File: config.mk
export PLATFORM = sky130hd
export DESIGN_NAME = etf_ctrl
export DESIGN_NICKNAME = d
export VERILOG_FILES = /design/src/hw/rtl/etf_pkg.sv /design/src/hw/rtl/etf_ctrl.sv
export SDC_FILE = /design/constraint.sdc
export NUM_CORES = 1
export LEC_CHECK = 0
export ABC_CLOCK_PERIOD_IN_PS = 1300
export BUFFER_PORTS_ARGS = -buffer_cell sky130_fd_sc_hd__buf_2
export CAP_MARGIN = 20
export CORE_UTILIZATION = 40
export DETAILED_ROUTE_END_ITERATION = 6
export HOLD_SLACK_MARGIN = 0.15
export PLACE_DENSITY = 0.69
export SLEW_MARGIN = 20
export SYNTH_ARGS = -nofsm -noshare
export SYNTH_HDL_FRONTEND = slang
export SYNTH_SLANG_ARGS = --single-unit
File: constraint.sdc
create_clock -name aclk -period 1.3 [get_ports aclk]
set_input_delay 0.13 -clock aclk [delete_from_list [all_inputs] [get_ports aclk]]
set_output_delay 0.13 -clock aclk [all_outputs]
set_load 0.05 [all_outputs]
File: src/hw/rtl/etf_pkg.sv
// Shared types, constants and helpers for the escape-time fractal pixel block.
`timescale 1ns / 1ps
package etf_pkg;

    localparam int DATA_W      = 32;
    localparam int FRAC_BITS   = 28;
    localparam int PIX_W       = 10;
    localparam int PITCH_W     = 14;
    localparam int OFFSET_W    = 24;
    localparam int COUNT_W     = 7;
    localparam int COLOR_W     = 24;
    localparam int BYTES_PER_PIXEL = 4;

    localparam int S_TDATA_W   = 24;
    localparam int M_TDATA_W   = 64;

    // divider: unsigned |span| (33 bits) times pixel coordinate
    localparam int SPAN_W      = DATA_W + 1;
    localparam int DIV_W       = SPAN_W + PIX_W;
    // image sizes and iteration counts go up to 4096; x / d is taken as
    // x * ceil(2^56 / d) >> 56, exact for every dividend below 2^43
    localparam int RECIP_SHIFT = 56;
    localparam int RECIP_W     = RECIP_SHIFT + 1;

    localparam logic signed [63:0] ESCAPE_LIMIT = 64'sd1 <<< 30;
    localparam logic [COLOR_W-1:0] COLOR_FULL   = 24'hFFFFFF;
    localparam logic [DATA_W-1:0]  COLOR_BLACK  = 32'h000000;

    localparam int MB_SHIFT_HI = 21;
    localparam int MB_SHIFT_MD = 10;
    localparam int MB_SHIFT_LO = 3;

    // configuration register indexes
    localparam int CFG_IDX_W = 3;
    localparam logic [CFG_IDX_W-1:0] REG_REAL_MIN   = 3'd0;
    localparam logic [CFG_IDX_W-1:0] REG_REAL_MAX   = 3'd1;
    localparam logic [CFG_IDX_W-1:0] REG_IMAG_MIN   = 3'd2;
    localparam logic [CFG_IDX_W-1:0] REG_IMAG_MAX   = 3'd3;
    localparam logic [CFG_IDX_W-1:0] REG_SET_MODE   = 3'd4;
    localparam logic [CFG_IDX_W-1:0] REG_JULIA_RE   = 3'd5;
    localparam logic [CFG_IDX_W-1:0] REG_JULIA_IM   = 3'd6;
    localparam logic [CFG_IDX_W-1:0] REG_LINE_PITCH = 3'd7;

    localparam logic MODE_MANDELBROT = 1'b0;
    localparam logic MODE_JULIA      = 1'b1;

    // divider operand selection
    localparam logic [1:0] DIV_SEL_RE    = 2'd0;
    localparam logic [1:0] DIV_SEL_IM    = 2'd1;
    localparam logic [1:0] DIV_SEL_COLOR = 2'd2;

    typedef struct packed {
        logic       load_in;
        logic       div_start;
        logic [1:0] div_sel;
        logic       load_re;
        logic       load_im;
        logic       init_z;
        logic       load_prod;
        logic       update_z;
        logic       inc_n;
        logic       load_color;
        logic       load_out;
    } etf_cmd_t;

    typedef struct packed {
        logic mode;
        logic div_done;
        logic escape;
        logic n_max;
        logic n_last;
    } etf_status_t;

    function automatic logic signed [DATA_W-1:0] sat32(input logic signed [63:0] v);
        logic signed [DATA_W-1:0] r;
        if (v > 64'sh0000_0000_7FFF_FFFF) begin
            r = 32'sh7FFF_FFFF;
        end else if (v < -64'sh0000_0000_8000_0000) begin
            r = 32'sh8000_0000;
        end else begin
            r = v[DATA_W-1:0];
        end
        return r;
    endfunction

endpackage

File: src/hw/rtl/etf_ctrl.sv
// Sequencer for mapping, escape iteration, colouring and result handoff.
`timescale 1ns / 1ps
module etf_ctrl (
    input  logic                 aclk,
    input  logic                 aresetn,
    input  logic                 s_tvalid,
    output logic                 s_tready,
    output logic                 m_tvalid,
    input  logic                 m_tready,
    input  etf_pkg::etf_status_t status,
    output etf_pkg::etf_cmd_t    cmd
);
    import etf_pkg::*;

    localparam logic [3:0] S_IDLE       = 4'd0;
    localparam logic [3:0] S_RE_START   = 4'd1;
    localparam logic [3:0] S_RE_WAIT    = 4'd2;
    localparam logic [3:0] S_IM_START   = 4'd3;
    localparam logic [3:0] S_IM_WAIT    = 4'd4;
    localparam logic [3:0] S_INIT       = 4'd5;
    localparam logic [3:0] S_JMUL       = 4'd6;
    localparam logic [3:0] S_JFIRST     = 4'd7;
    localparam logic [3:0] S_MUL        = 4'd8;
    localparam logic [3:0] S_EVAL       = 4'd9;
    localparam logic [3:0] S_COLOR      = 4'd10;
    localparam logic [3:0] S_COLOR_WAIT = 4'd11;
    localparam logic [3:0] S_FINISH     = 4'd12;

    logic [3:0] state_reg, state_next;
    logic       out_valid_reg, out_valid_next;

    always_comb begin
        state_next = state_reg;
        cmd        = '0;
        unique case (state_reg)
            S_IDLE: begin
                if (s_tvalid) begin
                    cmd.load_in = 1'b1;
                    state_next  = S_RE_START;
                end
            end
            S_RE_START: begin
                cmd.div_start = 1'b1;
                cmd.div_sel   = DIV_SEL_RE;
                state_next    = S_RE_WAIT;
            end
            S_RE_WAIT: begin
                if (status.div_done) begin
                    cmd.load_re = 1'b1;
                    state_next  = S_IM_START;
                end
            end
            S_IM_START: begin
                cmd.div_start = 1'b1;
                cmd.div_sel   = DIV_SEL_IM;
                state_next    = S_IM_WAIT;
            end
            S_IM_WAIT: begin
                if (status.div_done) begin
                    cmd.load_im = 1'b1;
                    state_next  = S_INIT;
                end
            end
            S_INIT: begin
                cmd.init_z = 1'b1;
                state_next = (status.mode == MODE_JULIA) ? S_JMUL : S_MUL;
            end
            S_JMUL: begin
                cmd.load_prod = 1'b1;
                state_next    = S_JFIRST;
            end
            S_JFIRST: begin
                // first Julia update has no escape test in front of it
                cmd.update_z = 1'b1;
                state_next   = S_MUL;
            end
            S_MUL: begin
                cmd.load_prod = 1'b1;
                state_next    = S_EVAL;
            end
            S_EVAL: begin
                if (status.mode == MODE_JULIA) begin
                    if (status.escape) begin
                        state_next = S_COLOR;
                    end else begin
                        cmd.inc_n = 1'b1;
                        if (status.n_last) begin
                            state_next = S_COLOR;
                        end else begin
                            cmd.update_z = 1'b1;
                            state_next   = S_MUL;
                        end
                    end
                end else begin
                    if (status.n_max || status.escape) begin
                        state_next = S_COLOR;
                    end else begin
                        cmd.update_z = 1'b1;
                        cmd.inc_n    = 1'b1;
                        state_next   = S_MUL;
                    end
                end
            end
            S_COLOR: begin
                if (status.mode == MODE_JULIA) begin
                    cmd.div_start = 1'b1;
                    cmd.div_sel   = DIV_SEL_COLOR;
                    state_next    = S_COLOR_WAIT;
                end else begin
                    cmd.load_color = 1'b1;
                    state_next     = S_FINISH;
                end
            end
            S_COLOR_WAIT: begin
                if (status.div_done) begin
                    cmd.load_color = 1'b1;
                    state_next     = S_FINISH;
                end
            end
            S_FINISH: begin
                if (!out_valid_reg || m_tready) begin
                    cmd.load_out = 1'b1;
                    state_next   = S_IDLE;
                end
            end
            default: begin
                state_next = S_IDLE;
            end
        endcase
    end

    always_comb begin
        out_valid_next = out_valid_reg;
        if (cmd.load_out) begin
            out_valid_next = 1'b1;
        end else if (m_tready) begin
            out_valid_next = 1'b0;
        end
    end

    always_ff @(posedge aclk) begin
        if (!aresetn) begin
            state_reg     <= S_IDLE;
            out_valid_reg <= 1'b0;
        end else begin
            state_reg     <= state_next;
            out_valid_reg <= out_valid_next;
        end
    end

    assign s_tready = (state_reg == S_IDLE);
    assign m_tvalid = out_valid_reg;

endmodule

After elaboration in Yosys (flattened, before gate mapping)
Cells that the tools add are included.
- equality and inequality tests: 17
- mux-type cells: 33
- reduce and logical (&&, ||, !) cells: 7
- operator list (kind ; number):
    $pmux W4 S13 ; 1
    $mux W4 ; 7
    $eq A4 B4 Y1 const B ; 5
    $eq A4 B3 Y1 const B ; 4
    $mux W1 ; 14
    $mux W2 ; 6
    $ne A2 B2 Y1 const B ; 5
    $pmux W3 S3 ; 1
    $eq A4 B2 Y1 const B ; 2
    $mux W3 ; 2
    $reduce_and A5 Y1 ; 1
    $eq A4 B1 Y1 const B ; 1
    $logic_not A4 Y1 ; 1
    $pmux W1 S2 ; 2
    $logic_or A1 B1 Y1 ; 2
    $reduce_bool A2 Y1 ; 1
    $reduce_or A2 Y1 ; 1
    $logic_not A1 Y1 ; 1
- flip-flop bits (word level): 5

Longest topological paths before layout
- depth in word-level cells: 5
- depth in mapped cells: 5
- mapped depth without buffers: 4

Worst setup path after synthesis
Ideal clock, no wire load.
- path type: register -> output
- from: register state_reg[3]
- to: output cmd[11] in the netlist's numbering
- arrival time: 2.639 ns
- path buffers: 1
- cell stages (with the launch flop): 4
- data required time: 1.170 ns
- setup slack: -1.469 ns
- cell sequence: dfxtp_1 -> buf_6 -> nor4_1 -> and2_1
- RTL lines (item ; line ; RTL):
    start: declaration ; etf_ctrl.sv:29 ; logic [3:0] state_reg, state_next;
    start signal: assignment ; etf_ctrl.sv:146 ; state_reg <= state_next;
    end: declaration ; etf_ctrl.sv:11 ; output etf_pkg::etf_cmd_t cmd

==> results.yml <==
clock_tree:
  cts_buffers: 3
  cts_tree: "yes"
  path_clk_slew_ns: 0.05
  htreeDepth: 1
  holdBufCountCts: 0
  cts_sinks: 5
  clk_path_buf_depth: 2
  clkLatencyLatePin_ns: 0.25
  root_buffer: "clkbuf_4"
worst_setup_path:
  cpLargestDelayFamily: "flip-flops"
  crit_path_end_kind: "output port"
  startpoint_type: "flop"
  crit_fanout: 9
  crit_chain: "nor2_1, nand4_1, a21oi_4, buf_6"
  crit_buf_inv: 1
  crit_type: "reg2out"
  r2r-start: "state_reg[0]"
  cp-startpoint: "state_reg[2]"
  required_ns: 1.17
  crit_arrival_ns: 1.34
  slowest_delay_ns: 0.39
  crit_slowest_cell: "dfxtp_4"
  path_depth: 4
  reg2reg_depth: 5
finish:
  final_util: 0.907
  antenna_cells: 0
  largest_reg_flops: 4
  fin_nets: 129
  design_area_sq_um: 1080
  drive_gt1_frac: 0.639
  areaGrowthSynthToFinish_pct: 97.2
synthesis:
  synth.area.top_cells: "dfxtp_1 (18%), nand2b_1 (6.9%), a21oi_1 (6.4%), nand2_1 (5.5%), nor2_1 (4.8%)"
  synth_seq_cells: 5
  synth_commonest_cells: "nand2_1 (8), a21oi_1 (7), nor2_1 (7)"
  ys_types: 35
  synth-edff-count: 0
  yosys.area.top_type: "dfxtp_1"
  synth-compound-area-share: 0.255
  synth_warnings: 0
  synth_adder_area_share: 0
  synth.cell_area_sq_um: 546
  synth_top_family_by_area: "simple AND/OR/NAND/NOR gates"
  yosys.area_share.simple: 0.397
  synth_flop_cell: "dfxtp_1"
  netlist_instances: 79
  synthArstFlopShare: 0
  yosysSeqAreaShare: 0.183
  synth_most_common_cell: "nand2_1"
  syn-num-nets: 88
  syn_area_per_cell_sq_um: 6.91
  synth_top_area_frac: 0.183
  synth-xor-area-share: 0.0161
  synthMuxAreaShare: 0.0367
placement:
  hpwlAfterDp_um: 1200
  place_congestion: 0.849
  numPortBuffers: 22
  place_area_sq_um: 823
floorplanning:
  start_util: 0.460
  die_h_um: 38.9
  die_area_sq_um: 1520
  coreArea_sq_um: 1190
  die_x_um: 38.9
  num_rows: 12
  ios: 23
run:
  cap_violations: 0
worst_hold_path:
  hp-start: "aresetn"
  hp-class: "in2reg"
  whs_path_depth: 2
global_routing:
  antenna_found_initial: 0
  met3_usage: 0.121
  use_met1: 0.321
  grt_pass1_vias: 715
  use_met2: 0.496
  grt-ovfl-total: 0
  grt_use_total: 0.297
  grt_first_pass_wirelength_um: 3020
  busiest_layer: "met2"
  grt_max_degree: 12
timing:
  rsz0062_at_grt: "yes"
  relSlewSlack: 0.834
  tightest_slew_ns: 0.248
  fin_skew_ns: 0.0129
  setup_ws_ns: -0.169
  fin_setup_tns_ns: -1.29
  period_share: 1.13
  hold_violations: 0
  max_freq_mhz: 681
  finalSetupViolCount: 16
  slew_viol_final: 0
  fin_crit_ns: 1.47
power_and_ir_drop:
  vdd_drop_max_mv: 1.05
  cellLeakagePower_uw: 0.000469
  cellPowerDensity_nw_per_um2: 856
route:
  wire_per_inst_um: 16.0
  drc: 0
  wirelength_um: 2130
  drt_iter0_drc: 13
  ant_nets: 0
  vias_per_cell: 5.72
  vias: 761
  drt-pass1-iter-count: 4
outcome:
  violations: "setup timing"
  run_status: "finished, violations left"
power breakdown:
part	switching [uW]	internal, uW
combinational	275	243
sequential	49.4	165
clock	72.0	117
worst paths after layout:
check	end	slack [ns]
setup / recovery	cmd[3]	-0.17
setup reg to reg	state_reg[2]	-0.08
hold / removal	m_tvalid	0.19
hold reg to reg	state_reg[1]	0.62
final cells by class:
cell class / count / area (sq um)
sequential: 5 / 119
inverter: 3 / 16.3
timing repair buffer: 43 / 379
fill: 58 / 110
tap: 14 / 17.5
clock buffer: 4 / 26.3
multi-input combinational: 64 / 518
cells by family (layout without fill, tap and decap cells):
family	after synthesis	after routing
DFF	5	5
buffers and inverters	10	50
AOI/OAI and AO/OA	21	21
xor gates and xnor gates	1	1
muxes	2	2
and+or+nand+nor	40	40
metal layers:
layer,share of wire,wire [um]
met1,0.41,875
met2,0.50,1060
met3,0.062,133
met4,0.030,63
met5,0,0
what timing repair did:
item	4_1_cts	5_1_grt
gates resized for setup	45	12
setup endpoints to repair	18	17
buffers inserted	6	1
pin swaps	3	0
worst register-to-register path: cells and delay by family (launching register included):
kind	cells	cell delay (ns)
AND/OR/NAND/NOR	1	0.18
AO/OA/AOI/OAI	2	0.38
multiplexers	1	0.20
buffers and inverters	1	0.14
flip-flops	1	0.41
through the flow:
step           hold WS (ns)  std cells  setup slack [ns]  total power, uW
3_3_place_gp          0.424        122           -0.0948              576
6_report              0.192        133            -0.169              921
3_5_place_dp          0.420        122            -0.114              580
5_1_grt               0.184        133            -0.213              963
4_1_cts               0.169        132            -0.127              879
2_1_floorplan         0.247         79            -0.353              481
placed cells by master (no fill, tap or decap), types with 3 or more instances in the layout:
cell,n
buf_4,16
buf_6,15
buf_2,9
nand2_1,6
dfxtp_4,5
nand2b_1,4
nor2_4,4
a21oi_1,4
o21ai_0,3
clkbuf_4,3
buf_8,3
Power figures use the tool's default switching activity.
